`src/aarm_pkg.sv`:
```
// Package for the axis-angle rotation matrix block: widths, constants, stage types
// and the elaboration-time tables (CORDIC angles, CORDIC gain, degree-to-radian fractions).
// No dependencies.
package aarm_pkg;

   localparam int ZW         = 58;
   localparam int XW         = 44;
   localparam int SQRT_STEPS = 32;
   localparam int DIV_STEPS  = 31;
   localparam int LEN_W      = 33;

   localparam logic [39:0] PI_Q38   = 40'hC90FDAA221;
   localparam logic [63:0] PI_Q62   = 64'hC90FDAA22168C234;
   localparam logic [16:0] TURN_BIAS = 17'd33120;
   localparam logic [15:0] RECIP_360 = 16'd46604;
   localparam logic [23:0] RECIP_180 = 24'd11930465;
   localparam logic [31:0] ONE_Q30   = 32'h4000_0000;

   typedef logic [39:0] frac_tbl_type [180];

   typedef struct packed {
      logic             zero;
      logic [2:0]       neg;
      logic [2:0][31:0] mag;
      logic [63:0]      rad_v;
      logic [63:0]      root;
      logic [2:0][61:0] rem;
      logic [2:0][30:0] quo;
      logic             flip;
      logic [ZW-1:0]    z;
      logic [XW-1:0]    x;
      logic [XW-1:0]    y;
   } item_type;

   typedef struct packed {
      logic             zero_axis;
      logic [8:0][31:0] m;
   } result_type;

   function automatic logic [63:0] isqrt64(input logic [63:0] v);
      logic [63:0] rest;
      logic [63:0] res;
      logic [63:0] bitv;
      int          k;
      rest = v;
      res  = '0;
      bitv = 64'd1 << 62;
      for (k = 0; k < 32; k++) begin
         if ({1'b0, rest} >= {1'b0, res} + {1'b0, bitv}) begin
            rest = rest - res - bitv;
            res  = (res >> 1) + bitv;
         end else begin
            res = res >> 1;
         end
         bitv = bitv >> 2;
      end
      return res;
   endfunction

   // quotient in the upper half, remainder in the lower half
   function automatic logic [127:0] udivmod64(input logic [63:0] num, input logic [63:0] den);
      logic [64:0] rest;
      logic [63:0] quo;
      int          k;
      rest = '0;
      quo  = '0;
      for (k = 63; k >= 0; k--) begin
         rest = {rest[63:0], num[k]};
         if (rest >= {1'b0, den}) begin
            rest   = rest - {1'b0, den};
            quo[k] = 1'b1;
         end
      end
      return {quo, rest[63:0]};
   endfunction

   function automatic logic [63:0] cordic_gain(input int n);
      logic [63:0]  p;
      logic [63:0]  s;
      logic [63:0]  q;
      logic [63:0]  r;
      logic [127:0] qr;
      int           i;
      p = 64'd1 << 62;
      for (i = 0; i < 32; i++) begin
         if (i < n) begin
            p = p + (p >> (2 * i));
         end
      end
      s  = isqrt64(p);
      qr = udivmod64(64'd1 << 63, s);
      q  = qr[127:64];
      r  = qr[63:0];
      qr = udivmod64(r << 8, s);
      return (q << 8) + qr[127:64];
   endfunction

   function automatic logic [63:0] atan_q54(input int i);
      logic [63:0]  v;
      logic [63:0]  term;
      logic [127:0] qr;
      int           k;
      int           e;
      v = '0;
      if (i == 0) begin
         v = PI_Q62 >> 2;
      end else begin
         for (k = 0; k < 32; k++) begin
            e = i * (2 * k + 1);
            if (e < 63) begin
               qr   = udivmod64((64'd1 << 62) >> e, 64'(2 * k + 1));
               term = qr[127:64];
               if (k[0]) begin
                  v = v - term;
               end else begin
                  v = v + term;
               end
            end
         end
      end
      return (v + 64'd128) >> 8;
   endfunction

   function automatic frac_tbl_type build_frac_tbl();
      frac_tbl_type tbl;
      logic [63:0]  prod;
      logic [127:0] qr;
      int           b;
      for (b = 0; b < 180; b++) begin
         prod   = 64'(b) * {24'd0, PI_Q38};
         qr     = udivmod64(prod, 64'd180);
         tbl[b] = qr[103:64];
      end
      return tbl;
   endfunction

   localparam frac_tbl_type FRAC_TBL = build_frac_tbl();

endpackage

```
`src/aarm_sqrt_stage.sv`:
```
// One step of the integer square root of the axis sum of squares.
// Depends on aarm_pkg.
module aarm_sqrt_stage
   import aarm_pkg::*;
#(
   parameter int IDX = 0
) (
   input  logic     clock,
   input  logic     reset,
   input  logic     en,
   input  logic     up_valid,
   input  item_type up_item,
   output logic     dn_valid,
   output item_type dn_item
);

   localparam logic [63:0] BITV = 64'd1 << (62 - 2 * IDX);

   logic     vld_ff;
   item_type item_in, item_ff;

   always_comb begin
      item_in = up_item;
      if ({1'b0, up_item.rad_v} >= {1'b0, up_item.root} + {1'b0, BITV}) begin
         item_in.rad_v = up_item.rad_v - up_item.root - BITV;
         item_in.root  = (up_item.root >> 1) + BITV;
      end else begin
         item_in.root = up_item.root >> 1;
      end
   end

   always_ff @(posedge clock) begin
      if (reset) begin
         vld_ff <= 1'b0;
      end else if (en) begin
         vld_ff <= up_valid;
      end
   end

   always_ff @(posedge clock) begin
      if (en) begin
         item_ff <= item_in;
      end
   end

   assign dn_valid = vld_ff;
   assign dn_item  = item_ff;

endmodule

```
`config.mk`:
```
export PLATFORM = sky130hd
export DESIGN_NAME = aarm_sqrt_stage
export DESIGN_NICKNAME = d
export VERILOG_FILES = /design/src/aarm_pkg.sv /design/src/aarm_sqrt_stage.sv
export SDC_FILE = /design/constraint.sdc
export NUM_CORES = 1
export LEC_CHECK = 0
export BUFFER_PORTS_ARGS = -buffer_cell sky130_fd_sc_hd__buf_2
export CAP_MARGIN = 20
export CORE_AREA = 2 2 514 516
export CTS_CLUSTER_SIZE = 20
export DETAILED_ROUTE_END_ITERATION = 10
export DIE_AREA = 0 0 516 518
export PLACE_DENSITY = 0.36
export SYNTH_ARGS = -nofsm -noshare
export SYNTH_HDL_FRONTEND = slang
export SYNTH_SLANG_ARGS = --single-unit
```
`constraint.sdc`:
```
create_clock -name clock -period 5.2 [get_ports clock]
set_input_delay 1.56 -clock clock [delete_from_list [all_inputs] [get_ports clock]]
set_output_delay 1.56 -clock clock [all_outputs]
set_load 0.02 [all_outputs]
```
Word level (Yosys, flattened, before mapping)

Index checks and enable logic that the tools add are counted.

Flip-flop bits (word level): 655
Latch bits: 0
RAM bits: 0
Memories: 0
Memory bits (read-only): 0
Input port bits: 658

Bitwise logic cells: 0
Magnitude comparators: 1
$add $sub $neg: 4
Multipliers: 0
Muxes and demuxes: 2
Shift operators: 0
Equal/unequal tests: 0
Reductions and logical operators: 0
Div/mod/pow operators: 0

Operator list:

| operator                                             | count |
|---|---|
| adder 64 x 63 -> 65 bit (second input constant)      | 1 |
| greater-or-equal comparator 64 x 65 -> 1 bit         | 1 |
| adder 63 x 63 -> 64 bit (second input constant)      | 1 |
| two-way mux 64 bit                                   | 1 |
| subtractor 64 x 63 -> 64 bit (second input constant) | 1 |
| subtractor 64 bit                                    | 1 |
| two-way mux 63 bit                                   | 1 |

Depth between registers and ports, before layout

Depth in word-level cells: 3
Gate-level depth with buffers: 17

Worst setup path before layout

Ideal clock, no wire load.

Kind: input port to flip-flop
Start point: input up_item[449] (netlist bit)
End point: register item_ff, in the netlist dn_item[551] (data pin)
Stages on the path: 15
Slack: 0.445 ns
Library setup time: 0.261 ns
Required time: 4.939 ns
Arrival: 4.493 ns
Path through: inv_1 > ha_1 > inv_1 > fa_1 > nand2b_2 > or3_4 > a2111oi_2 > a211o_2 > o311a_1 > nor2_2 > o21a_4 > o41ai_4 > a41oi_1 > xor2_1 > o21ai_2

RTL lines:

| element              | line                  | text |
|---|---|---|
| from (decl)          | aarm_sqrt_stage.sv:12 | `input item_type up_item,` |
| to (signal assigned) | aarm_sqrt_stage.sv:42 | `item_ff <= item_in;` |
| to (decl)            | aarm_sqrt_stage.sv:20 | `item_type item_in, item_ff;` |

==> summary.txt <==
==================================================================================================
Final setup viols                                                                                0
Predominant post-synthesis flop cell                                                      edfxtp_1
Capture endpoint of the worst hold path                                               dn_valid$_SDFFE_PP0P_
Antenna violations before repair                                                               247
Vias in the first global route                                                               21287
Number of buffers inserted during clock tree synthesis                                          86
Power consumption                                                                          15.4 mW
Cell type with the highest aggregate area in the netlist                                  edfxtp_1
Worst voltage drop across the vdd grid                                                    0.244 mV
DR WL/cell                                                                                 28.2 µm
Number of different library cells in the post-synthesis netlist                                 69
Starting utilization of the core area                                                        0.100
Half-perimeter wire length of the detailed placement result                                 168 mm
Flip-flop and latch count after synthesis                                                      655
Number of placement rows                                                                       188
Arrival time of data at the critical path endpoint                                         5.43 ns
Result of the run                                                                     complete, but fails checks
Final Util                                                                                   0.157
Via count                                                                                    21171
Final wirelength                                                                            190 mm
Violated checks                                                                       antenna rules
Largest net degree at the start of global routing                                               80
Fin crit period                                                                            4.99 ns
Source of the worst hold timing path                                                  dn_valid$_SDFFE_PP0P_
Portion of synthesized cell area occupied by the leading cell type                           0.748
Reg power frac                                                                               0.423
Clk_skew                                                                                      0 ns
Final clock period utilization by the worst path                                             0.959
Synthesized netlist cell count                                                                1595
Highest clock frequency the design can meet                                                201 MHz
TritonCTS Sinks                                                                                655
Post-placement worst setup slack                                                         -0.989 ns
Count of buffering cells on the critical path with inverters included                            7
Vias per std cell                                                                             3.15
Startpoint type of the worst setup path                                                  input pin
Count of synthesis-stage warnings from yosys                                                     0
Relative slew slack                                                                          0.315
Category of cells accounting for the largest share of critical-path delay             compound AO/OA/AOI/OAI gates
Max-slew violation total from the final report                                                   0
Die width                                                                                   516 µm
Crit. End Element                                                                         register
Post-synth EDFFs                                                                               654
Net count, final                                                                              3918
Number of nets produced by synthesis                                                          2412
Post-CTS Setup Inserts                                                                           0
Area contributors post-synth                                                          edfxtp_1 (75%), ha_1 (6.1%), fa_1 (2.4%), inv_1 (2.0%), a21oi_1 (1.7%)
Fill cell total of the finished layout                                                       29361
Clock root cell                                                                          clkbuf_16
CTS H-tree depth                                                                                 3
Clock tree from TritonCTS                                                                     done
WP data required                                                                           5.64 ns
Commonest non-fill, non-tap cell in the layout                                               buf_2
First-pass GRT wire length                                                                  234 mm
Post-Synthesis Mean Instance Area                                                         16.5 µm²
DR pass1 iterations                                                                              5
Setup slack of the most critical reg-to-reg path                                           4.61 ns
Netlist area before placement                                                           0.0262 mm²
Crit path kind                                                                              in2reg
Slowest library cell on the worst path                                                    o221ai_1
Worst hold stages                                                                                2
Most common cell type on the critical path                                                   inv_1
Highest-count cells in the layout ignoring fill and taps                              buf_2 (1311), edfxtp_1 (654), inv_1 (141)
Clock network latency to the later pin of the worst-skew pair                              0.67 ns
Area of combinational cells with multiple inputs                                       0.00598 mm²
Biggest fanout along the worst timing path                                                      52
Area taken by flip-flops and latches                                                    0.0197 mm²
Worst Max-Slew Pin Slew                                                                    1.03 ns
Proportion of synthesized chip area in sequential cells                                      0.749
Proportion of power drawn by combinational gates                                             0.189
Critical path, cell by cell                                                           buf_2 -> inv_1 -> ha_1 -> inv_1 -> fa_1 -> inv_1 -> a311o_1 -> a41oi_1 -> o221ai_1 -> buf_4 -> a31oi_2 -> o31ai_2 -> a21oi_1 -> a221o_4 -> buf_12 -> buf_4 -> nor2_1 -> a21oi_1
Remaining routing DRC violations                                                                 0
Leakage power                                                                              17.0 nW
Synth-to-Final Area Change                                                                   56.7%
Remaining global-route overflow                                                                  0
Proportion of total power due to net switching                                               0.313
Largest stage delay, worst path                                                            0.49 ns
FFs w/ async S/R, synth                                                                          0
DIE HEIGHT                                                                                  518 µm
GPL Wtd Cong                                                                                 0.894
Number of buffers on the longest clock path                                                      3
Share of power burned in the clock network                                                   0.387
Worst r2r dst                                                                         dn_valid$_SDFFE_PP0P_
GR Util All Layers                                                                           0.136
Share of layout cells above drive strength 1                                                 0.502
RSZ-0062 raised after global routing                                                            no
Power Internal                                                                             10.6 mW
Hold/Removal Path Class                                                                    reg2reg
Post-route ant nets                                                                              1
Clock transition time at the flip-flop clock pins of the worst setup and hold paths        0.06 ns
Core box area                                                                            0.262 mm²
Switching pwr                                                                              4.84 mW
Count of port buffers added during placement                                                  1312
Maximum Capacitance Violations                                                                   0
P per Cell Area                                                                         375 mW/mm²
Worst setup slack after layout                                                            0.214 ns
Final Hold Violating Endpoints                                                                   0
R2r startpoint                                                                        dn_valid$_SDFFE_PP0P_
Die area                                                                                 0.267 mm²
Top Ports                                                                                     1313
Depth of the most critical reg-to-reg path                                                       2
Number of violations reported at the end of detailed-routing iteration 0                      1622
==================================================================================================
routing by layer:
metal  vias up  global-route usage  share of wire
met1     10206               0.144           0.36
met5         -                   0         0.0021
met2      1332               0.250           0.51
li1       9049                   -              -
met3       514              0.0532          0.096
met4        70              0.0345          0.033
power groups by stage:
stage	combinational [mW]	clock (mW)	sequential, mW
after floorplan	0.719	0	7.15
after global placement	3.00	0	6.65
after detailed placement	3.00	0	6.65
after CTS	3.01	6.25	6.54
after global routing	3.16	6.41	6.57
final	2.92	5.98	6.53
area by class of cell:
cell class,instances,area share
Antenna cell,40,0.00243
Clock buffer,100,0.0536
Clock inverter,58,0.0142
Inverter,141,0.0129
Multi-Input combinational cell,774,0.145
Sequential cell,655,0.478
Tap cell,3515,0.107
Timing Repair Buffer,1443,0.187
cells by family after synthesis:
logic type,share of synthesized area
flip-flops,0.749
adder cells (fa/ha/maj),0.0849
XOR/XNOR,0.0200
multiplexers,0.00410
buffers and inverters,0.0241
AND/OR/NAND/NOR,0.0460
AO/OA/AOI/OAI,0.0719
cells in the mapped netlist (4+ instances only):
library cell	number
nand4_1	16
ha_1	127
edfxtp_1	654
a21boi_0	5
o211ai_1	5
and3_1	7
nand3_1	19
o31ai_1	8
a21oi_1	88
nand2_1	98
buf_2	6
o21a_1	11
a21o_1	27
nand2b_1	10
a31oi_1	10
fa_1	32
o221ai_1	5
clkbuf_1	17
nor3b_1	7
mux2i_1	4
inv_1	141
o21bai_1	23
nor2b_1	17
o21ai_0	71
xnor2_1	41
nor2_1	49
nor3_1	14
xor2_1	19
mux2_2	6
registers in the layout, indices dropped and copies added (netlist names):
name,flops
dn_valid,1
dn_item,654
tightest hold or removal path: stages, from the launching register on:
cell	delay, ns
dfxtp_1	0.33
mux2i_1	0.07
nor2_1	0.07
what timing repair did:
item | 4_1_cts | 5_1_grt
setup endpoints to repair | 52 | 1
resized for setup | 1 | 1
pin swaps | 0 | 0
gates cloned | 0 | 0
hold buffers | 0 | 0
through the flow:
| stage | setup TNS [ns] | cell area (µm²) | hold slack [ns] | std cells |
|---|---|---|---|---|
| 3_3_place_gp | -57.53 | 38200 | 0.487 | 6528 |
| 4_1_cts | 0 | 41000 | 0.509 | 6686 |
| 6_report | 0 | 41100 | 0.507 | 6726 |
| 5_1_grt | 0 | 41100 | 0.557 | 6696 |
| 2_1_floorplan | 0 | 26200 | 0.579 | 1595 |
| 3_5_place_dp | -56.00 | 38200 | 0.493 | 6528 |
worst max path at each step:
stage	start	end	slack, ns	depth (start not counted)
finish	up_item[427]	dn_item[522]$_DFFE_PP_	0.21	18
global route	up_item[429]	dn_item[546]$_DFFE_PP_	0.03	17
CTS	up_item[429]	dn_item[546]$_DFFE_PP_	0.06	17
detailed placement	up_item[427]	dn_item[534]$_DFFE_PP_	-0.99	18
global placement	up_item[427]	dn_item[534]$_DFFE_PP_	-1.01	18
floorplan	up_item[449]	dn_item[551]$_DFFE_PP_	0.45	15
No activity file was read; power rests on OpenSTA's default activity.
