[src/aarm_pkg.sv]
// Package for the axis-angle rotation matrix block: widths, constants, stage types
// and the elaboration-time tables (CORDIC angles, CORDIC gain, degree-to-radian fractions).
// No dependencies.
package aarm_pkg;

   localparam int ZW         = 58;
   localparam int XW         = 44;
   localparam int SQRT_STEPS = 32;
   localparam int DIV_STEPS  = 31;
   localparam int LEN_W      = 33;

   localparam logic [39:0] PI_Q38   = 40'hC90FDAA221;
   localparam logic [63:0] PI_Q62   = 64'hC90FDAA22168C234;
   localparam logic [16:0] TURN_BIAS = 17'd33120;
   localparam logic [15:0] RECIP_360 = 16'd46604;
   localparam logic [23:0] RECIP_180 = 24'd11930465;
   localparam logic [31:0] ONE_Q30   = 32'h4000_0000;

   typedef logic [39:0] frac_tbl_type [180];

   typedef struct packed {
      logic             zero;
      logic [2:0]       neg;
      logic [2:0][31:0] mag;
      logic [63:0]      rad_v;
      logic [63:0]      root;
      logic [2:0][61:0] rem;
      logic [2:0][30:0] quo;
      logic             flip;
      logic [ZW-1:0]    z;
      logic [XW-1:0]    x;
      logic [XW-1:0]    y;
   } item_type;

   typedef struct packed {
      logic             zero_axis;
      logic [8:0][31:0] m;
   } result_type;

   function automatic logic [63:0] isqrt64(input logic [63:0] v);
      logic [63:0] rest;
      logic [63:0] res;
      logic [63:0] bitv;
      int          k;
      rest = v;
      res  = '0;
      bitv = 64'd1 << 62;
      for (k = 0; k < 32; k++) begin
         if ({1'b0, rest} >= {1'b0, res} + {1'b0, bitv}) begin
            rest = rest - res - bitv;
            res  = (res >> 1) + bitv;
         end else begin
            res = res >> 1;
         end
         bitv = bitv >> 2;
      end
      return res;
   endfunction

   // quotient in the upper half, remainder in the lower half
   function automatic logic [127:0] udivmod64(input logic [63:0] num, input logic [63:0] den);
      logic [64:0] rest;
      logic [63:0] quo;
      int          k;
      rest = '0;
      quo  = '0;
      for (k = 63; k >= 0; k--) begin
         rest = {rest[63:0], num[k]};
         if (rest >= {1'b0, den}) begin
            rest   = rest - {1'b0, den};
            quo[k] = 1'b1;
         end
      end
      return {quo, rest[63:0]};
   endfunction

   function automatic logic [63:0] cordic_gain(input int n);
      logic [63:0]  p;
      logic [63:0]  s;
      logic [63:0]  q;
      logic [63:0]  r;
      logic [127:0] qr;
      int           i;
      p = 64'd1 << 62;
      for (i = 0; i < 32; i++) begin
         if (i < n) begin
            p = p + (p >> (2 * i));
         end
      end
      s  = isqrt64(p);
      qr = udivmod64(64'd1 << 63, s);
      q  = qr[127:64];
      r  = qr[63:0];
      qr = udivmod64(r << 8, s);
      return (q << 8) + qr[127:64];
   endfunction

   function automatic logic [63:0] atan_q54(input int i);
      logic [63:0]  v;
      logic [63:0]  term;
      logic [127:0] qr;
      int           k;
      int           e;
      v = '0;
      if (i == 0) begin
         v = PI_Q62 >> 2;
      end else begin
         for (k = 0; k < 32; k++) begin
            e = i * (2 * k + 1);
            if (e < 63) begin
               qr   = udivmod64((64'd1 << 62) >> e, 64'(2 * k + 1));
               term = qr[127:64];
               if (k[0]) begin
                  v = v - term;
               end else begin
                  v = v + term;
               end
            end
         end
      end
      return (v + 64'd128) >> 8;
   endfunction

   function automatic frac_tbl_type build_frac_tbl();
      frac_tbl_type tbl;
      logic [63:0]  prod;
      logic [127:0] qr;
      int           b;
      for (b = 0; b < 180; b++) begin
         prod   = 64'(b) * {24'd0, PI_Q38};
         qr     = udivmod64(prod, 64'd180);
         tbl[b] = qr[103:64];
      end
      return tbl;
   endfunction

   localparam frac_tbl_type FRAC_TBL = build_frac_tbl();

endpackage

[src/aarm_cordic_stage.sv]
// One CORDIC rotation step for cosine and sine of the folded angle.
// Depends on aarm_pkg.
module aarm_cordic_stage
   import aarm_pkg::*;
#(
   parameter int IDX = 0
) (
   input  logic     clock,
   input  logic     reset,
   input  logic     en,
   input  logic     up_valid,
   input  item_type up_item,
   output logic     dn_valid,
   output item_type dn_item
);

   localparam logic [ZW-1:0] ATAN = ZW'(atan_q54(IDX));

   logic               vld_ff;
   item_type           item_in, item_ff;
   logic signed [XW-1:0] xs, ys, dx, dy;

   always_comb begin
      item_in = up_item;
      xs      = $signed(up_item.x);
      ys      = $signed(up_item.y);
      dx      = ys >>> IDX;
      dy      = xs >>> IDX;
      if (!up_item.z[ZW-1]) begin
         item_in.x = XW'(xs - dx);
         item_in.y = XW'(ys + dy);
         item_in.z = up_item.z - ATAN;
      end else begin
         item_in.x = XW'(xs + dx);
         item_in.y = XW'(ys - dy);
         item_in.z = up_item.z + ATAN;
      end
   end

   always_ff @(posedge clock) begin
      if (reset) begin
         vld_ff <= 1'b0;
      end else if (en) begin
         vld_ff <= up_valid;
      end
   end

   always_ff @(posedge clock) begin
      if (en) begin
         item_ff <= item_in;
      end
   end

   assign dn_valid = vld_ff;
   assign dn_item  = item_ff;

endmodule

[config.mk]
export PLATFORM = sky130hd
export DESIGN_NAME = aarm_cordic_stage
export DESIGN_NICKNAME = d
export VERILOG_FILES = /design/src/aarm_pkg.sv /design/src/aarm_cordic_stage.sv
export SDC_FILE = /design/constraint.sdc
export NUM_CORES = 1
export LEC_CHECK = 0
export BUFFER_PORTS_ARGS = -buffer_cell sky130_fd_sc_hd__clkbuf_2
export CAP_MARGIN = 20
export CORE_AREA = 2 2 517 519
export DETAILED_ROUTE_END_ITERATION = 6
export DIE_AREA = 0 0 519 521
export GPL_TIMING_DRIVEN = 1
export PLACE_DENSITY = 0.3
export SLEW_MARGIN = 20
export SYNTH_ARGS = -nofsm -noshare
export SYNTH_HDL_FRONTEND = slang
export SYNTH_SLANG_ARGS = --single-unit
export TNS_END_PERCENT = 20
[constraint.sdc]
create_clock -name clock -period 7 [get_ports clock]
set_input_delay 1.4 -clock clock [delete_from_list [all_inputs] [get_ports clock]]
set_output_delay 1.4 -clock clock [all_outputs]
set_load 0.02 [all_outputs]
## After elaboration in Yosys (flattened, before gate mapping)

Cells that the tools add are included.

- Input bits: 658
- Register bits: 655

- Multiplexer cells: 1
- $add $sub $neg: 5

Operators by type and width:

| operator | number |
|---|---|
| 146-bit 2-to-1 mux | 1 |
| 44-bit subtractor | 2 |
| 58-bit by 54-bit adder with 58-bit output (second input constant) | 1 |
| 58-bit by 54-bit subtractor with 58-bit output (second input constant) | 1 |
| 44-bit adder | 1 |

## Depth between registers and ports, before layout

Gate-level depths: netlist (run 1).

- Depth after elaboration: 2
- Depth in mapped cells: 15
- Mapped depth without buffers: 13

## Worst setup path before layout (run 1)

OpenSTA, ideal clock, no wires.

- Kind: input -> register
- From: in up_item[145] in the netlist's numbering
- To: reg item_ff, in the netlist dn_item[130] (data pin)
- Data arrival time: 5435 ps
- Slack: 1300 ps
- Data required time: 6735 ps
- Cell stages on the path: 14
- Library setup time: 265 ps
- Cell sequence: inv_1 -> clkbuf_1 -> clkbuf_1 -> ha_1 -> nor2b_1 -> o31a_1 -> o41a_1 -> a311oi_2 -> o21ai_1 -> a31oi_1 -> o21ai_1 -> a41oi_2 -> o21ai_0 -> xor2_1

RTL lines:

| what | RTL line | text |
|---|---|---|
| start, declared | aarm_cordic_stage.sv:12 | `input item_type up_item,` |
| end signal, assigned | aarm_cordic_stage.sv:50 | `item_ff <= item_in;` |
| end, declared | aarm_cordic_stage.sv:20 | `item_type item_in, item_ff;` |

==> reports/metrics.yaml, run 1 <==
cts_num_sinks: 654
crit_required_ps: 7510
firstDrtPassIters: 5
skew_ps: 0
numCtsBuffers: 97
power_frac_comb: 0.216
synth_common_cells: "edfxtp_1, a21oi_1, ha_1, inv_1, nor2_1"
worst_slew_pin_slew_ps: 1120
synthArstFlopShare: 0
reg2regPathDepth: 2
routabilityCongestion: 0.879
dp.cells: 7119
cts_tree: "done"
hold_violations: 0
ys_warn_count: 0
nets: 4532
worst_path_max_delay_cell: "clkinv_2"
cpMostUsedCell: "o21ai_1"
post-route-min-period_ps: 5740
p_int_mw: 8.39
netlist_instances: 2341
critPathTopFamily: "compound AO/OA/AOI/OAI gates"
timing.fmax_ghz: 0.174
slew_headroom: 0.243
detail-route-antenna-nets: 0
ys.flop_type: "edfxtp_1"
start_kind: "input pin"
grt_first_pass_wirelength_mm: 320
fin_ws_ps: 1260
power.switching_mw: 4.36
synth-seq-cells: 654
wl_per_cell_um: 35.5
period_share: 0.820
r2r-end: "dn_valid"
synth_most_common_cell: "edfxtp_1"
cts_htree_levels: 3
end_kind: "flip-flop"
top_layer: "met5"
synth_top_area_frac: 0.640
min_path_type: "reg2reg"
synth_edf_count: 653
viasPerCell: 3.69
clkPwrFrac: 0.392
clk_pin_slew_ps: 60
arrival_ps: 6250
initial_core_util: 0.116
die_w_um: 519
min_to: "dn_valid"
synth-seq-area-share: 0.641
p_leak_nw: 18.4
drv_cap: 0
rows: 189
drt_iter0_drc: 2270
syn-num-nets: 3188
wl_met3_mm: 30.5
r2r_start: "dn_valid"
rsz0062_at_grt: "no"
place_ws_ps: 377
antenna_found_initial: 280
avgSynthCellArea_um2: 13.1
die_y_um: 521
fin_util: 0.169
cts_setup_buffers: 0
min-delay-start: "dn_valid"
swShare: 0.342
wl_met2_mm: 122
finalSetupViolCount: 0
power_frac_seq: 0.392
hold_depth: 2
vias: 27000
critPathKind: "in2reg"
area_growth_pct: 45.8
cts_root_buffer: "clkbuf_16"
wl_mm: 260
drc: 0
grt_pass1_vias: 26600
syn_area_um2: 30600
drive_above_1_share: 0.401
ys_types: 77
ys_top_cells_by_area: "edfxtp_1, ha_1, a21oi_1, xnor2_1, o21ai_0"
postCtsHoldBufs: 0
io_pins: 1313
r2r_slack_ps: 6420
core_area_um2: 264000
drv_slew: 0
track_usage: 0.186
grt_max_degree: 145
crit_start: "up_item[145]"
path_buf_inv: 2
die_area_um2: 270000
dp_hpwl_mm: 228
clockBufferDepth: 3
wl_met1_mm: 98.0
path_cells: "buf_4 > clkinv_2 > ha_1 > nor2b_1 > o31a_1 > o41a_1 > a311oi_2 > o21ai_1 > a31oi_1 > o21ai_1 > a41oi_2 > o21ai_0 > xor2_1"
cp_slowest_stage_delay_ps: 710
final_cells: 7318
p_per_area_nw_per_um2: 286
setup-tns-final_ps: 0
clk_latency_ps: 720
outcome: "completed"
crit_path_max_fanout: 34
max-vdd-ir-drop_uv: 189
synth_top_area_cell: "edfxtp_1"
portBuffers: 1312
grt-ovfl-total: 0
cts-resized-gates: 0
-- cells by family (layout without fill, tap and decap cells) --
logic type | after synthesis | in the layout | synth area share
adder cells (fa/ha/maj) | 189 | 189 | 0.0782
other | 0 | 26 | 0
XOR/XNOR | 137 | 137 | 0.0392
flip-flops | 654 | 654 | 0.641
buffers and inverters | 236 | 1654 | 0.0304
AO/OA/AOI/OAI | 658 | 658 | 0.134
multiplexers | 24 | 24 | 0.00784
AND/OR/NAND/NOR | 443 | 443 | 0.0690
-- flip-flops by register name, indices dropped and copies added (netlist names) --
name      cells
dn_item     653
dn_valid      1
-- per-stage QoR --
stage | area, um^2 | power, mW | hold WS, ps
2_1_floorplan | 30600 | 6.29 | 579
3_3_place_gp | 41500 | 7.90 | 484
3_5_place_dp | 41500 | 7.88 | 489
4_1_cts | 44600 | 13.1 | 502
5_1_grt | 44600 | 13.3 | 571
6_report | 44600 | 12.7 | 497
-- worst register-to-register path, stage by stage (launching register included) --
cell and delay, ps:
dfxtp_1 310, mux2i_1 120, nor2_1 50
-- power groups by stage --
stage               clock network [mW]  registers, mW  logic [mW]
global placement                     0           5.08        2.82
CTS                               5.26           5.00        2.82
global route                      5.34           5.02        2.96
detailed placement                   0           5.08        2.80
floorplan                            0           5.48       0.811
finish                            5.00           4.99        2.76
-- metal layers --
layer,vias to the layer above,global-route usage
met4,88,0.0486
met1,13200,0.208
met5,-,0
met2,1568,0.310
li1,11500,-
met3,637,0.0941
-- cell type report --
cell class,instances,area (um^2)
tap,3533,4420
antenna,26,65.1
clock buffer,118,2550
sequential,654,19600
inverter,151,568
clock inverter,55,569
multi-input combinational,1451,10100
timing repair buffer,1330,6780
fill,29700,220000
-- placed cells by master (no fill, tap or decap), types with 23 or more instances in the layout --
cell type	n
clkbuf_16	97
clkbuf_2	1310
a21o_1	53
nand2_1	107
o21ai_0	132
nand3_1	27
a21oi_1	252
xnor2_1	103
a211oi_1	23
nor3_1	32
nor2_1	140
inv_1	146
mux2i_1	24
nand4_1	36
xor2_1	34
edfxtp_1	653
diode_2	26
o21bai_1	50
ha_1	185
-- worst max path at each step --
stage / depth (start not counted) / slack (ps) / end
6_report: 13 / 1260 / dn_item[130]
5_1_grt: 13 / 930 / dn_item[130]
4_1_cts: 13 / 1250 / dn_item[130]
3_5_place_dp: 13 / 380 / dn_item[130]
3_3_place_gp: 13 / 400 / dn_item[130]
2_1_floorplan: 14 / 1300 / dn_item[130]
(Power assumes the default switching activity.)
==> inputs of run 2 (changes only) <==
==> constraint.sdc (replaced) <==
create_clock -name clock -period 5.3 [get_ports clock]
set_input_delay 1.06 -clock clock [delete_from_list [all_inputs] [get_ports clock]]
set_output_delay 1.06 -clock clock [all_outputs]
set_load 0.02 [all_outputs]
==> run 2 against run 1 <==
Compared with the run above: hold slack got worse by 35 ps; cell area up 1.1%; utilization increased by 0.19 points; sequential share of layout area down 0.49 points; register-to-register slack got worse by 1700 ps; sequential cell count stayed put; non-clock buffer count increased by 55; count of clock-buffer cells in the layout decreased by 1; worst setup slack worse by 110 ps; highest routed layer unchanged; die area unchanged; critical path type unchanged; wire length decreased by 0.36%; sequential power is 32% higher.
==> reports/metrics.yaml, run 2 (same netlist as run 1, synthesis figures left out) <==
cts_num_sinks: 654
drv_slew: 0
p_leak_nw: 18.7
io_pins: 1313
timing.fmax_ghz: 0.241
cts_htree_levels: 3
wl_mm: 259
reg2regPathDepth: 2
viasPerCell: 3.70
track_usage: 0.185
drt_iter0_drc: 2088
skew_ps: 0
rsz0062_at_grt: "no"
final_common_cell: "clkbuf_2"
cts_setup_buffers: 0
start_kind: "input pin"
routabilityCongestion: 0.895
p_per_area_nw_per_um2: 376
hold_violations: 0
setup-tns-final_ps: 0
crit_path_max_fanout: 12
post-route-min-period_ps: 4150
grt_pass1_vias: 26800
place_ws_ps: 381
postPlaceCellArea_um2: 41900
arrival_ps: 4630
drive_above_1_share: 0.408
area_growth_pct: 47.4
antenna_found_initial: 271
rows: 189
grt_first_pass_wirelength_mm: 320
critPathKind: "in2reg"
core_area_um2: 264000
period_share: 0.784
power_mw: 17.0
crit_required_ps: 5780
cts_tree: "done"
wl_per_cell_um: 35.1
hold_depth: 2
postCtsHoldBufs: 0
cts-resized-gates: 0
drc: 0
die_area_um2: 270000
detail-route-antenna-nets: 0
die_y_um: 521
portBuffers: 1312
finalSetupViolCount: 0
clk_latency_ps: 750
fin_ws_ps: 1150
initial_core_util: 0.116
min_path_type: "in2reg"
firstDrtPassIters: 5
max-vdd-ir-drop_uv: 224
clk_pin_slew_ps: 60
vias: 27200
clockBufferDepth: 3
dp_hpwl_mm: 229
worst_slew_pin_slew_ps: 935
cts_root_buffer: "clkbuf_16"
outcome: "completed"
drv_cap: 0
fin_util: 0.171
slew_headroom: 0.377
grt-ovfl-total: 0
grt_max_degree: 90
largest_register_ff_count: 653
nets: 4583
mostFrequentLayoutCells: "clkbuf_2, edfxtp_1, a21oi_1"
numCtsBuffers: 93
die_w_um: 519
end_kind: "flip-flop"
finalInstanceArea_um2: 45100
## run 2: cell types whose count changed in the layout (fill, tap and decap cells not counted), moves of 3 or more
cell / previous run / this run
clkbuf_16: 97 / 94
clkinv_4: 1 / 4
buf_4: 14 / 64
bufinv_16: 6 / 10
clkinv_2: 21 / 12
buf_12: 5 / 10
## run 2: layout make-up
type / instances / area [um^2]
fillers: 29800 / 219000
flip-flops and latches: 654 / 19600
multi-input cells: 1451 / 10100
repair buffers: 1385 / 7250
well taps: 3533 / 4420
clock buffers: 117 / 2490
clock inverters: 54 / 648
inverters: 151 / 568
diodes: 28 / 70.1
## run 2: per-stage QoR
| stage | std cells | hold slack [ps] |
|---|---|---|
| 2_1_floorplan | 2341 | 579 |
| 3_3_place_gp | 7174 | 537 |
| 3_5_place_dp | 7174 | 522 |
| 4_1_cts | 7345 | 363 |
| 5_1_grt | 7357 | 411 |
| 6_report | 7373 | 462 |
## run 2: worst paths after layout
check                     end  startpoint  slack (ps)
hold reg to reg      dn_valid    dn_valid         540
setup / recovery  dn_item[85]  up_item[9]        1150
setup reg to reg     dn_valid    dn_valid        4700
hold / removal       dn_valid       reset         460
## run 2: worst max-delay path: stages
cell and delay, ps:
clkbuf_2 190, inv_1 70, ha_1 480, or4_1 580
or3_1 340, a21oi_2 190, o21ai_2 130, o31a_1 310
o311a_4 420, a21oi_4 300, a41o_2 280, a21oi_1 90
xnor2_1 170
## run 2: layer usage
layer  global-route usage  wire (um)  up-vias
met3               0.0815      26300      627
met5                    0        516        -
met4               0.0436       8130       78
met1                0.219     104000    13400
li1                     -          -    11600
met2                0.305     120000     1489
## run 2: where the power goes
group          total, mW  switching, mW  internal, mW
Clock               6.67           2.83          3.84
Combinational       3.70           2.63          1.08
Sequential          6.61          0.277          6.33
Total               17.0           5.74          11.2
