**src/aarm_pkg.sv**
```systemverilog
// Package for the axis-angle rotation matrix block: widths, constants, stage types
// and the elaboration-time tables (CORDIC angles, CORDIC gain, degree-to-radian fractions).
// No dependencies.
package aarm_pkg;

   localparam int ZW         = 58;
   localparam int XW         = 44;
   localparam int SQRT_STEPS = 32;
   localparam int DIV_STEPS  = 31;
   localparam int LEN_W      = 33;

   localparam logic [39:0] PI_Q38   = 40'hC90FDAA221;
   localparam logic [63:0] PI_Q62   = 64'hC90FDAA22168C234;
   localparam logic [16:0] TURN_BIAS = 17'd33120;
   localparam logic [15:0] RECIP_360 = 16'd46604;
   localparam logic [23:0] RECIP_180 = 24'd11930465;
   localparam logic [31:0] ONE_Q30   = 32'h4000_0000;

   typedef logic [39:0] frac_tbl_type [180];

   typedef struct packed {
      logic             zero;
      logic [2:0]       neg;
      logic [2:0][31:0] mag;
      logic [63:0]      rad_v;
      logic [63:0]      root;
      logic [2:0][61:0] rem;
      logic [2:0][30:0] quo;
      logic             flip;
      logic [ZW-1:0]    z;
      logic [XW-1:0]    x;
      logic [XW-1:0]    y;
   } item_type;

   typedef struct packed {
      logic             zero_axis;
      logic [8:0][31:0] m;
   } result_type;

   function automatic logic [63:0] isqrt64(input logic [63:0] v);
      logic [63:0] rest;
      logic [63:0] res;
      logic [63:0] bitv;
      int          k;
      rest = v;
      res  = '0;
      bitv = 64'd1 << 62;
      for (k = 0; k < 32; k++) begin
         if ({1'b0, rest} >= {1'b0, res} + {1'b0, bitv}) begin
            rest = rest - res - bitv;
            res  = (res >> 1) + bitv;
         end else begin
            res = res >> 1;
         end
         bitv = bitv >> 2;
      end
      return res;
   endfunction

   // quotient in the upper half, remainder in the lower half
   function automatic logic [127:0] udivmod64(input logic [63:0] num, input logic [63:0] den);
      logic [64:0] rest;
      logic [63:0] quo;
      int          k;
      rest = '0;
      quo  = '0;
      for (k = 63; k >= 0; k--) begin
         rest = {rest[63:0], num[k]};
         if (rest >= {1'b0, den}) begin
            rest   = rest - {1'b0, den};
            quo[k] = 1'b1;
         end
      end
      return {quo, rest[63:0]};
   endfunction

   function automatic logic [63:0] cordic_gain(input int n);
      logic [63:0]  p;
      logic [63:0]  s;
      logic [63:0]  q;
      logic [63:0]  r;
      logic [127:0] qr;
      int           i;
      p = 64'd1 << 62;
      for (i = 0; i < 32; i++) begin
         if (i < n) begin
            p = p + (p >> (2 * i));
         end
      end
      s  = isqrt64(p);
      qr = udivmod64(64'd1 << 63, s);
      q  = qr[127:64];
      r  = qr[63:0];
      qr = udivmod64(r << 8, s);
      return (q << 8) + qr[127:64];
   endfunction

   function automatic logic [63:0] atan_q54(input int i);
      logic [63:0]  v;
      logic [63:0]  term;
      logic [127:0] qr;
      int           k;
      int           e;
      v = '0;
      if (i == 0) begin
         v = PI_Q62 >> 2;
      end else begin
         for (k = 0; k < 32; k++) begin
            e = i * (2 * k + 1);
            if (e < 63) begin
               qr   = udivmod64((64'd1 << 62) >> e, 64'(2 * k + 1));
               term = qr[127:64];
               if (k[0]) begin
                  v = v - term;
               end else begin
                  v = v + term;
               end
            end
         end
      end
      return (v + 64'd128) >> 8;
   endfunction

   function automatic frac_tbl_type build_frac_tbl();
      frac_tbl_type tbl;
      logic [63:0]  prod;
      logic [127:0] qr;
      int           b;
      for (b = 0; b < 180; b++) begin
         prod   = 64'(b) * {24'd0, PI_Q38};
         qr     = udivmod64(prod, 64'd180);
         tbl[b] = qr[103:64];
      end
      return tbl;
   endfunction

   localparam frac_tbl_type FRAC_TBL = build_frac_tbl();

endpackage

```
**src/aarm_div_stage.sv**
```systemverilog
// One quotient bit of the three axis divisions by the axis length.
// Depends on aarm_pkg.
module aarm_div_stage
   import aarm_pkg::*;
#(
   parameter int IDX = 0
) (
   input  logic     clock,
   input  logic     reset,
   input  logic     en,
   input  logic     up_valid,
   input  item_type up_item,
   output logic     dn_valid,
   output item_type dn_item
);

   localparam int J = DIV_STEPS - 1 - IDX;

   logic        vld_ff;
   item_type    item_in, item_ff;
   logic [63:0] dsh;

   always_comb begin
      item_in = up_item;
      dsh     = {31'd0, up_item.root[LEN_W-1:0]} << J;
      for (int l = 0; l < 3; l++) begin
         if ({2'b00, up_item.rem[l]} >= dsh) begin
            item_in.rem[l]    = up_item.rem[l] - dsh[61:0];
            item_in.quo[l][J] = 1'b1;
         end
      end
   end

   always_ff @(posedge clock) begin
      if (reset) begin
         vld_ff <= 1'b0;
      end else if (en) begin
         vld_ff <= up_valid;
      end
   end

   always_ff @(posedge clock) begin
      if (en) begin
         item_ff <= item_in;
      end
   end

   assign dn_valid = vld_ff;
   assign dn_item  = item_ff;

endmodule

```
**config.mk**
```make
export PLATFORM = sky130hd
export DESIGN_NAME = aarm_div_stage
export DESIGN_NICKNAME = d
export VERILOG_FILES = /design/src/aarm_pkg.sv /design/src/aarm_div_stage.sv
export SDC_FILE = /design/constraint.sdc
export NUM_CORES = 1
export LEC_CHECK = 0
export BUFFER_PORTS_ARGS = -buffer_cell sky130_fd_sc_hd__buf_2
export CAP_MARGIN = 20
export CORE_AREA = 2 2 507 509
export CTS_BUF_LIST = sky130_fd_sc_hd__clkbuf_4 sky130_fd_sc_hd__clkbuf_8 sky130_fd_sc_hd__clkbuf_16
export CTS_CLUSTER_DIAMETER = 40
export DETAILED_ROUTE_END_ITERATION = 10
export DIE_AREA = 0 0 509 511
export GPL_TIMING_DRIVEN = 0
export PLACE_DENSITY_LB_ADDON = 0.3
export SLEW_MARGIN = 20
export SYNTH_ARGS = -nofsm -noshare
export SYNTH_HDL_FRONTEND = slang
export SYNTH_SLANG_ARGS = --single-unit
```
**constraint.sdc**
```tcl
create_clock -name clock -period 4.33 [get_ports clock]
set_input_delay 0.433 -clock clock [delete_from_list [all_inputs] [get_ports clock]]
set_output_delay 0.433 -clock clock [all_outputs]
set_load 0.01 [all_outputs]
```
## Word-level counts from Yosys, hierarchy flattened

Cells that the tools add are included.

- Bits in registers: 655
- Input bits: 658
- Output and inout bits: 655
- Word-level logic and storage cells: 30

- $add $sub $neg: 3
- Magnitude comparators: 3
- Muxes and demuxes: 3

Operators with widths:

| cell | count |
|---|---|
| $ge 62x63->1 | 3 |
| $mux 62 | 3 |
| $sub 62x62->62 | 3 |

## Logic depth before layout (Yosys ltp)

Gate-level depths: netlist (run 1).

- Depth after elaboration: 2
- Depth in mapped cells: 14

## Least setup slack after synthesis (run 1)

Ideal clock, no wire load.

- Path type: in2reg
- From: input port up_item[438] in the netlist's numbering
- To: register item_ff, in the netlist dn_item[292] (data pin)
- Library setup time: 0.260 ns
- Arrival time: 3.031 ns
- Data required time: 4.070 ns
- Setup slack: 1.039 ns
- Cell stages on the path: 12
- Cells stage by stage: inv_1 ha_1 a21o_1 o311ai_1 a21oi_1 a311o_1 a311o_1 nand4_1 o21ai_1 a21oi_4 buf_4 mux2_2

RTL lines:

| element | RTL line | source |
|---|---|---|
| from (decl) | aarm_div_stage.sv:12 | `input item_type up_item,` |
| to (signal assigned) | aarm_div_stage.sv:44 | `item_ff <= item_in;` |
| to (decl) | aarm_div_stage.sv:20 | `item_type item_in, item_ff;` |

==> out/results.txt, run 1 <==
PortBufs: 1312
Worst EP required: 4.83 ns
Post-Syn Area: 26000 sq um
Sw Pwr: 6790 uW
max_slew headroom: 26.2%
CTS sink count: 655
pin slew with the least headroom to its limit: 1.10 ns
Flop pwr share: 31.3%
clk slew on worst S/H paths: 0.04 ns
layout cells sized above 1: 44.6%
Cell Int Power: 18100 uW
fin crit period: 4.42 ns
Hold WS: 0.0715 ns
Worst VDD drop: 283 uV
synth warn: 0
worst-path fanout max: 10
non-filler instance count after layout: 7288
flop-to-flop setup slack: 3.20 ns
GPL Wtd Cong: 0.894
Startpoint Class: input pin
post-DP HPWL: 182000 um
total gr overflow: 0
full die area: 260000 sq um
Slew Viols, Final: 0
met1 global-route usage: 14.1%
met2 usage: 30.7%
net total in the final layout: 4450
prevailing post-synth register cell: edfxtp_1
critical path class: in -> reg
Hold Vio Cnt, Final: 0
Placed Area: 37100 sq um
H-tree depth: 4
Global Route met3 Usage: 6.05%
worst reg2reg path depth: 3
Worst setup EP type: register
Worst R2R End: dn_valid
via count: 24319
Tcrit/Tclk final: 102%
1st-iter DRT viols: 1357
later-pin clock latency in the skew report: 0.84 ns
status: finished with violations
Yosys cell types: 71
CTS buffer count: 183
io pins: 1313
Async SR Flop Fraction: 0%
Arr. time, crit path: 4.92 ns
Area growth syn-to-layout: 91.4%
vias in the first global route: 25152
die height: 511 um
leading post-synthesis cells by cell area: edfxtp_1 75%, ha_1 4.6%, a21oi_1 2.1%, mux2_2 1.8%, xnor2_1 1.8%
width of the die: 509 um
worst reg2reg path startpoint: dn_valid
Worst Hold Path Cells: 1
worst hold path type: in -> reg
Util after Layout: 19.5%
Pwr Density: 500 nW/um^2
buffer depth of the longest clock path: 4
CTS tree: built
worst setup margin: -0.0891 ns
first-pass GRT wire length: 258000 um
Core Rows: 186
Post-synth EDFFs: 654
routed wire length: 209000 um
initial core utilization: 10.2%
pre-CTS WS: -1.03 ns
max-cap viol count: 0
DRC errors left: 0
pin count of the biggest net entering global routing: 91
Seq cells post-synth: 655
switch share: 27.3%
busiest grt layer: met2
leading area contributor after synthesis: edfxtp_1
Mapped Nets: 2304
Seq/Total Area, Yosys: 75.6%
initial antenna violation count: 262
Yosys top cell area share: 75.5%
Routed WL per cell: 28.7 um
# placed instances: 6255
RSZ-0062 raised after global routing: no
f_max: 226 MHz
min-delay src: en
post-route ant nets: 0
core region area: 255000 sq um
Hold Path Sink: dn_item[11]
Static Leak: 0.0203 uW
design area: 49800 sq um
GRT Overall Usage: 15.5%
Logic pwr share: 13.8%
Final setup viols: 1
first drt pass iteration count: 5
CTS root buf: clkbuf_16
mean post-synth cell area: 16.8 sq um
DR vias/cell: 3.34
clock skew: 0 ns
post-synthesis instance total: 1547
Clock power frac: 54.9%
failing checks: setup timing
-- cells in the mapped netlist (all sizes together), types with 10 or more instances --
cell    instances
a21o           46
a21oi         111
a31oi          11
buf            10
clkbuf         15
edfxtp        654
ha             96
inv            55
mux2           69
nand2          55
nand3          20
nand4          17
nor2           85
nor2b          17
nor3           16
nor4           21
o21a           22
o21ai          40
o21bai         12
xnor2          52
xor2           28
-- area by class of cell --
| cell class | instances | area (sq um) |
|---|---|---|
| well taps | 3384 | 4230 |
| multi-input cells | 812 | 6060 |
| fillers | 27923 | 205000 |
| clock inverters | 139 | 1460 |
| inverters | 55 | 206 |
| plain buffers | 25 | 143 |
| diodes | 64 | 160 |
| repair buffers | 1961 | 13200 |
| flip-flops and latches | 655 | 19700 |
| clock buffers | 193 | 4690 |
-- worst max-delay path by stage --
stage | start | end | slack [ns] | cells past startpoint
final | up_item[383] | dn_item[416] | -0.09 | 11
after global routing | up_item[395] | dn_item[416] | 0.05 | 15
after CTS | up_item[383] | dn_item[416] | 0.01 | 11
after detailed placement | up_item[442] | dn_item[416] | -1.03 | 14
after global placement | en | dn_item[253] | -9.22 | 1
after floorplan | up_item[438] | dn_item[292] | 1.04 | 12
-- worst max-delay path, stage by stage --
cell           delay [ns]
dlygate4sd3_1        0.57
buf_2                0.15
nor4_1               0.83
nand4_1              0.67
or4_4                0.83
o22ai_1              0.17
a31o_1               0.14
buf_6                0.19
clkbuf_2             0.47
nor2_1               0.07
a21oi_1              0.36
-- routing by layer --
layer	wire length, um	vias to the layer above
li1	-	10531
met1	66000	11589
met2	114000	1497
met3	19800	652
met4	8960	50
met5	324	-
-- cell families (layout without fill, tap and decap cells) --
kind of cell | count (synthesis) | after routing | synth area share, %
AO/OA/AOI/OAI | 288 | 288 | 7.12
XOR/XNOR | 80 | 80 | 2.69
adder cells (fa/ha/maj) | 99 | 99 | 4.85
buffers and inverters | 80 | 2373 | 1.33
flip-flops | 655 | 655 | 75.6
multiplexers | 75 | 75 | 3.26
other | 0 | 64 | 0
AND/OR/NAND/NOR | 270 | 270 | 5.20
-- power groups by stage --
stage / combinational, uW / clock [uW] / sequential (uW)
final: 3430 / 13700 / 7810
after global routing: 3710 / 14300 / 7850
after CTS: 3550 / 14100 / 7820
after detailed placement: 2900 / 0 / 7920
after global placement: 2880 / 0 / 8070
after floorplan: 789 / 0 / 8170
-- repair_timing --
action / in CTS / in global routing
setup buffers: 0 / 3
resized for setup: 1 / 1
hold buffers: 634 / 0
hold endpoints to repair: 633 / 0
pin swaps: 1 / 1
setup endpoints to repair: 3 / 16
-- cells in the final DEF, fill, tap and decap left out, types with 5 or more instances in the layout --
cell,Yosys,routed
a211oi_1,5,5
a21o_1,46,46
a21oi_1,110,110
a31oi_1,10,10
and3_1,6,6
buf_16,0,8
buf_2,3,1314
buf_4,3,9
bufinv_16,0,21
clkbuf_1,15,14
clkbuf_16,0,185
clkbuf_4,0,9
clkinv_1,0,22
clkinv_2,0,28
clkinv_4,0,19
clkinvlp_4,0,28
diode_2,0,64
dlygate4sd3_1,0,634
edfxtp_1,654,654
ha_1,96,96
inv_1,55,55
inv_6,0,15
mux2_1,25,25
mux2_2,41,41
mux2i_1,6,6
nand2_1,54,54
nand3_1,20,20
nand4_1,17,17
nor2_1,85,85
nor2b_1,16,16
nor3_1,16,16
nor4_1,21,15
nor4_2,0,6
o21a_1,22,22
o21ai_0,37,37
o21bai_1,12,12
o31a_1,5,5
o31ai_1,5,5
xnor2_1,52,52
xor2_1,28,28
-- sequential cells by signal, indices dropped and copies added, names as in the netlist --
register  cells
dn_item     654
dn_valid      1
-- metrics by stage --
stage | power (uW) | setup TNS (ns)
final | 24900 | -0.0891
after global routing | 25900 | 0
after CTS | 25400 | 0
after detailed placement | 10800 | -57.07
after global placement | 11000 | -5995.44
after floorplan | 8960 | 0
Power figures use the tool's default switching activity.
==> run 2, diff against run 1 <==
--- a/config.mk
+++ b/config.mk
@@ -7,11 +7,11 @@
 export LEC_CHECK = 0
 export BUFFER_PORTS_ARGS = -buffer_cell sky130_fd_sc_hd__buf_2
 export CAP_MARGIN = 20
-export CORE_AREA = 2 2 507 509
+export CORE_AREA = 2 2 506 508
 export CTS_BUF_LIST = sky130_fd_sc_hd__clkbuf_4 sky130_fd_sc_hd__clkbuf_8 sky130_fd_sc_hd__clkbuf_16
 export CTS_CLUSTER_DIAMETER = 40
 export DETAILED_ROUTE_END_ITERATION = 10
-export DIE_AREA = 0 0 509 511
+export DIE_AREA = 0 0 508 510
 export GPL_TIMING_DRIVEN = 0
 export PLACE_DENSITY_LB_ADDON = 0.3
 export SLEW_MARGIN = 20
==> out/results.txt, run 2 (same netlist as run 1, synthesis figures left out) <==
commonest non-fill, non-tap cell in the layout: buf_2
io pins: 1313 (unchanged)
post-route ant nets: 0 (unchanged)
total gr overflow: 0 (unchanged)
crit path cell chain: dlygate4sd3_1 > buf_2 > clkinvlp_4 > ha_1 > a21o_1 > a21oi_1 > o21ai_1 > nand3_1 > a211oi_1 > o21ai_1 > a31oi_2 > a21o_1 > a41o_2 > clkbuf_4 > mux2_2
Tcrit/Tclk final: 94.9% (-7.2 points)
crit-path max cell delay: 0.52 ns (-0.31 ns)
first drt pass iteration count: 5 (unchanged)
pre-CTS WS: -1.01 ns (+0.0191 ns)
H-tree depth: 4 (unchanged)
max-cap viol count: 0 (unchanged)
initial core utilization: 10.3% (+0.074 points)
DRC errors left: 0 (unchanged)
critical path class: in -> reg
width of the die: 508 um (-0.20%)
slowest cell on the critical path: ha_1
later-pin clock latency in the skew report: 0.84 ns (about the same)
Area growth syn-to-layout: 91.3% (about the same)
first-pass GRT wire length: 251000 um (-3.0%)
net total in the final layout: 4443 (-0.16%)
design area: 49800 sq um (about the same)
fin crit period: 4.11 ns (-0.311 ns)
worst hold path type: in -> reg
clk slew on worst S/H paths: 0.04 ns (about the same)
Routed WL per cell: 28.0 um (-2.3%)
full die area: 259000 sq um (-0.39%)
Arr. time, crit path: 4.64 ns (-0.28 ns)
clock skew: 0 ns (unchanged)
pin count of the biggest net entering global routing: 93 (+2.2%)
worst setup margin: 0.222 ns (+0.311 ns)
register area: 19700 sq um (unchanged)
status: complete, no violations
Placed Area: 37100 sq um (-0.13%)
1st-iter DRT viols: 1360 (+0.22%)
Pwr Density: 496 nW/um^2 (-0.94%)
CTS tree: built
buffer depth of the longest clock path: 3 (-1)
CTS root buf: clkbuf_16
vias in the first global route: 25072 (-0.32%)
most frequent cells in the layout: 1313 x buf_2, 654 x edfxtp_1, 641 x dlygate4sd3_1
Static Leak: 0.0202 uW (-0.14%)
CTS sink count: 655 (unchanged)
Worst VDD drop: 301 uV (+6.3%)
DR vias/cell: 3.31 (-0.91%)
f_max: 243 MHz (+7.6%)
worst-path fanout max: 10 (unchanged)
post-DP HPWL: 177000 um (-2.7%)
Hold WS: 0.0858 ns (+0.0143 ns)
core region area: 253000 sq um (-0.72%)
Worst EP required: 4.86 ns (+0.03 ns)
Slew Viols, Final: 0 (unchanged)
Hold Vio Cnt, Final: 0 (unchanged)
fillers: 27740 (-0.66%)
PortBufs: 1312 (unchanged)
layout cells sized above 1: 44.5% (-0.081 points)
routed wire length: 203000 um (-3.0%)
GPL Wtd Cong: 0.859 (-3.9%)
CTS buffer count: 172 (-6.0%)
Startpoint Class: input pin
Final setup viols: 0 (-1)
GRT Overall Usage: 15.1% (-0.40 points)
Worst setup EP type: register
die height: 510 um (-0.20%)
pin slew with the least headroom to its limit: 1.01 ns (-0.0883 ns)
Multi-input gate area: 6070 sq um (+0.19%)
max reg flops: 654 (unchanged)
initial antenna violation count: 245 (-6.5%)
via count: 23942 (-1.6%)
Core Rows: 185 (-0.54%)
RSZ-0062 raised after global routing: no
max_slew headroom: 32.1% (+5.9 points)
==> run 2: cell types whose count changed in the layout (fill, tap and decap cells not counted), moves of 2 or more <==
cell           previous run  this run
clkbuf_4                  9        11
bufinv_16                21        23
diode_2                  64        46
clkinvlp_4               28        24
clkinv_1                 22        17
dlygate4sd3_1           634       641
clkbuf_16               185       172
clkinv_2                 28        22
clkinv_16                 1        11
inv_8                     3         5
clkinv_4                 19        17
==> run 2: path summary, 6_finish.rpt <==
kind / startpoint / endpoint / slack, ns / depth (start not counted)
worst min register to register: dn_valid / dn_valid / 1.05 / 3
worst min-delay path: up_item[289] / dn_item[289] / 0.09 / 2
worst max-delay path: up_item[436] / dn_item[358] / 0.22 / 15
worst max register to register: dn_valid / dn_valid / 3.18 / 3
==> run 2: what timing repair did <==
item,in CTS,in global routing
resized for setup,0,8
pin swaps,1,1
buffers inserted,3,0
setup endpoints to repair,13,26
endpoints found under the hold margin,640,0
hold buffers,641,0
==> run 2: area by class of cell <==
cell class,instances,share of cell area [%]
inverter,55,0.422
clock inverter,135,3.51
sequential,655,39.5
timing repair buffer,1967,26.6
antenna,46,0.231
tap,3366,8.46
buffer,23,0.276
multi-input combinational,812,12.2
clock buffer,182,8.80
==> run 2: critical path: cells and delay by family <==
| kind | cells | cell delay, ns |
|---|---|---|
| mux | 1 | 0.37 |
| fa+ha+maj | 1 | 0.52 |
| buf+inv | 4 | 1.19 |
| simple gates | 1 | 0.15 |
| compound gates | 8 | 1.96 |
==> run 2: power by group <==
part / leakage (uW) / internal (uW) / switching, uW
Sequential: 0.00641 / 7620 / 197
Combinational: 0.0109 / 1400 / 2000
Clock: 0.00292 / 8820 / 4640
==> run 2: per-stage QoR <==
stage               power, uW  cells   TNS, ns  utilization (%)
finish                  24700   7241         0             19.6
global route            25700   7213         0             19.6
CTS                     25200   7196         0             19.6
detailed placement      10800   6236    -54.12             14.6
global placement        11000   6225  -5983.62             14.5
floorplan                8960   1547         0                -
==> run 2: metal layers <==
layer | part of all wire [%] | vias up | track usage (%) | wire [um]
li1 | - | 10471 | - | -
met1 | 32 | 11404 | 13.9 | 64500
met2 | 54 | 1405 | 29.5 | 110000
met3 | 9.6 | 612 | 6.31 | 19500
met4 | 4.1 | 50 | 4.98 | 8370
met5 | 0.16 | - | 0 | 330
==> run 3, diff against run 2 <==
--- a/config.mk
+++ b/config.mk
@@ -5,13 +5,14 @@
 export SDC_FILE = /design/constraint.sdc
 export NUM_CORES = 1
 export LEC_CHECK = 0
+export ABC_AREA = 1
 export BUFFER_PORTS_ARGS = -buffer_cell sky130_fd_sc_hd__buf_2
 export CAP_MARGIN = 20
-export CORE_AREA = 2 2 506 508
+export CORE_AREA = 2 2 505 507
 export CTS_BUF_LIST = sky130_fd_sc_hd__clkbuf_4 sky130_fd_sc_hd__clkbuf_8 sky130_fd_sc_hd__clkbuf_16
 export CTS_CLUSTER_DIAMETER = 40
 export DETAILED_ROUTE_END_ITERATION = 10
-export DIE_AREA = 0 0 508 510
+export DIE_AREA = 0 0 507 509
 export GPL_TIMING_DRIVEN = 0
 export PLACE_DENSITY_LB_ADDON = 0.3
 export SLEW_MARGIN = 20
==> constraint.sdc (replaced) <==
create_clock -name clock -period 4.33 [get_ports clock]
set_input_delay 0.433 -clock clock [delete_from_list [all_inputs] [get_ports clock]]
set_output_delay 0.433 -clock clock [all_outputs]
set_load 0.005 [all_outputs]
==> out/results.txt, run 3 <==
PortBufs: 1312 (unchanged)
Static Leak: 0.0238 uW (+18%)
initial antenna violation count: 239 (-2.4%)
width of the die: 507 um (-0.20%)
Worst R2R End: dn_valid
post-synthesis instance total: 2722 (+76%)
max-cap viol count: 0 (unchanged)
routed wire length: 214000 um (+5.4%)
slowest cell on the critical path: dlygate4sd3_1
DRC errors left: 0 (unchanged)
Worst Hold Path Cells: 1 (-1)
Mapped Nets: 3479 (+51%)
Area growth syn-to-layout: 79.6%
f_max: 304 MHz (+25%)
pin slew with the least headroom to its limit: 0.710 ns (-0.299 ns)
die height: 509 um (-0.20%)
top cells by count, synth: 973 x nand2_1, 654 x edfxtp_1, 417 x inv_1
GRT Overall Usage: 16.0% (+0.87 points)
most frequent cells in the layout: 1332 x buf_2, 973 x nand2_1, 654 x edfxtp_1
Tcrit/Tclk final: 75.9% (-19 points)
DR vias/cell: 3.44 (+4.0%)
# placed instances: 7407 (+19%)
commonest non-fill, non-tap cell in the layout: buf_2
CTS sink count: 655 (unchanged)
post-route ant nets: 0 (unchanged)
Startpoint Class: input pin
Core Rows: 185 (unchanged)
leading post-synthesis cells by cell area: edfxtp_1 67%, nand2_1 13%, inv_1 5.4%, ha_1 4.1%, nand3_1 3.1%
CP dominant cell by count: nand2_1
Worst setup EP type: register
prevailing post-synth register cell: edfxtp_1
io pins: 1313 (unchanged)
buffer depth of the longest clock path: 3 (unchanged)
total gr overflow: 0 (unchanged)
worst hold path type: in -> reg
layout cells sized above 1: 33.3% (-11 points)
post-DP HPWL: 187000 um (+5.4%)
mean post-synth cell area: 10.7 sq um (-36%)
Seq cells post-synth: 655 (unchanged)
vias in the first global route: 29271 (+17%)
worst reg2reg path depth: 3 (unchanged)
pin count of the biggest net entering global routing: 102 (+9.7%)
Worst VDD drop: 341 uV (+13%)
1st-iter DRT viols: 1758 (+29%)
Yosys top cell area share: 67.3% (-8.2 points)
CTS root buf: clkbuf_16
non-filler instance count after layout: 8381 (+16%)
flop-to-flop setup slack: 3.17 ns (about the same)
synth warn: 0 (unchanged)
first-pass GRT wire length: 270000 um (+7.8%)
CTS buffer count: 165 (-4.1%)
leading area contributor after synthesis: edfxtp_1
Seq/Total Area, Yosys: 67.4% (-8.2 points)
crit-path max cell delay: 0.53 ns (about the same)
Arr. time, crit path: 3.87 ns (-0.77 ns)
postcts setup bufs: 0 (-3)
later-pin clock latency in the skew report: 0.84 ns (about the same)
max reg flops: 654 (unchanged)
RSZ-0062 raised after global routing: no
Post-Syn Area: 29200 sq um (+12%)
Hold Vio Cnt, Final: 0 (unchanged)
initial core utilization: 11.5% (+1.3 points)
H-tree depth: 4 (unchanged)
Slew Viols, Final: 0 (unchanged)
CTS tree: built
Routed WL per cell: 25.5 um (-9.0%)
Worst EP required: 4.91 ns (+0.05 ns)
Pwr Density: 464 nW/um^2 (-6.3%)
max_slew headroom: 52.5% (+20 points)
Final setup viols: 0 (unchanged)
net total in the final layout: 5587 (+26%)
fillers: 27961 (+0.80%)
Util after Layout: 20.7% (+1.1 points)
via count: 28828 (+20%)
full die area: 258000 sq um (-0.39%)
Yosys cell types: 28 (-61%)
Final Power: 24300 uW (-1.4%)
worst-path fanout max: 10 (unchanged)
min-delay src: en
Async SR Flop Fraction: 0% (unchanged)
status: complete, no violations
core region area: 253000 sq um (-0.27%)
Post-synth EDFFs: 654 (unchanged)
fin crit period: 3.29 ns (-0.822 ns)
critical path class: in -> reg
design area: 52400 sq um (+5.2%)
Placed Area: 40200 sq um (+8.3%)
first drt pass iteration count: 7 (+2)
clock skew: 0 ns (unchanged)
top-count cell post-synth: nand2_1
Hold Path Sink: dn_item[473]
worst reg2reg path startpoint: dn_valid
crit path cell chain: dlygate4sd3_1 > buf_2 > inv_1 > ha_1 > nand2_1 > nor2_1 > and2_1 > nand2_1 > nor2_1 > nand2_1 > nand2_1 > nor2_4 > buf_2 > nand3_1 > nand2_1
GPL Wtd Cong: 0.927 (+7.9%)
clk slew on worst S/H paths: 0.05 ns (about the same)
run 3: changes by cell type in the layout (fill, tap and decap cells not counted), moves of 22 or more:
cell	delta
mux2_2	-41
a21o_1	-46
mux2_1	-25
o21ai_0	-36
nand2_1	+919
inv_1	+363
a21oi_1	-44
o21a_1	-22
nor2_1	+82
nand3_1	+160
xnor2_1	-46
run 3: critical path: cells and delay by family:
kind	cells	cell delay, ns
fa+ha+maj	1	0.41
buf+inv	4	1.43
simple gates	10	1.59
run 3: power by group:
group	switching (uW)	internal (uW)	leakage [uW]	total, uW
Sequential	177	7630	0.00641	7810
Clock	4380	8580	0.00282	13000
Combinational	2200	1370	0.0146	3570
run 3: repair_timing:
action,CTS,global route
gates resized for setup,0,0
hold buffers,622,0
endpoints found under the hold margin,621,0
run 3: final cells by class:
| type | instances | area, sq um | share of cell area (%) |
|---|---|---|---|
| antenna | 50 | 125 | 0.239 |
| multi-input combinational | 1613 | 7720 | 14.7 |
| clock inverter | 118 | 1600 | 3.06 |
| sequential | 655 | 19700 | 37.5 |
| clock buffer | 184 | 4270 | 8.15 |
| inverter | 424 | 1590 | 3.04 |
| buffer | 30 | 206 | 0.394 |
| timing repair buffer | 1941 | 13000 | 24.8 |
| tap | 3366 | 4210 | 8.04 |
run 3: cells by family after synthesis:
| group | after synthesis | share of synthesized area [%] |
|---|---|---|
| AOI/OAI and AO/OA | 70 | 1.24 |
| xor gates and xnor gates | 45 | 1.35 |
| adders and majority gates | 99 | 4.32 |
| buffers and inverters | 454 | 6.16 |
| DFF | 655 | 67.4 |
| muxes | 1 | 0.0343 |
| and+or+nand+nor | 1398 | 19.5 |
run 3: worst max path at each step:
stage,from,to,slack (ns)
after CTS,up_item[427],dn_item[353],1.00
after floorplan,up_item[449],dn_item[297],2.25
after global routing,up_item[433],dn_item[353],1.00
final,up_item[435],dn_item[353],1.04
after detailed placement,up_item[427],dn_item[353],0.16
after global placement,en,dn_item[351],-8.96
run 3: metrics by stage:
stage	setup WS, ns	hold WS [ns]	TNS [ns]
CTS	1.00	0.00162	0
floorplan	2.25	0.485	0
global route	1.00	0.0271	0
global placement	-8.96	0.477	-5657.46
detailed placement	0.159	0.494	0
finish	1.04	0.0389	0
run 3: per-layer routing:
metal / global-route usage [%] / part of all wire [%] / up-vias
met5: 0 / 0.18 / -
met4: 6.12 / 4.8 / 60
met3: 6.13 / 9.0 / 613
met2: 28.6 / 50 / 1439
met1: 16.8 / 36 / 13450
li1: - / - / 13266
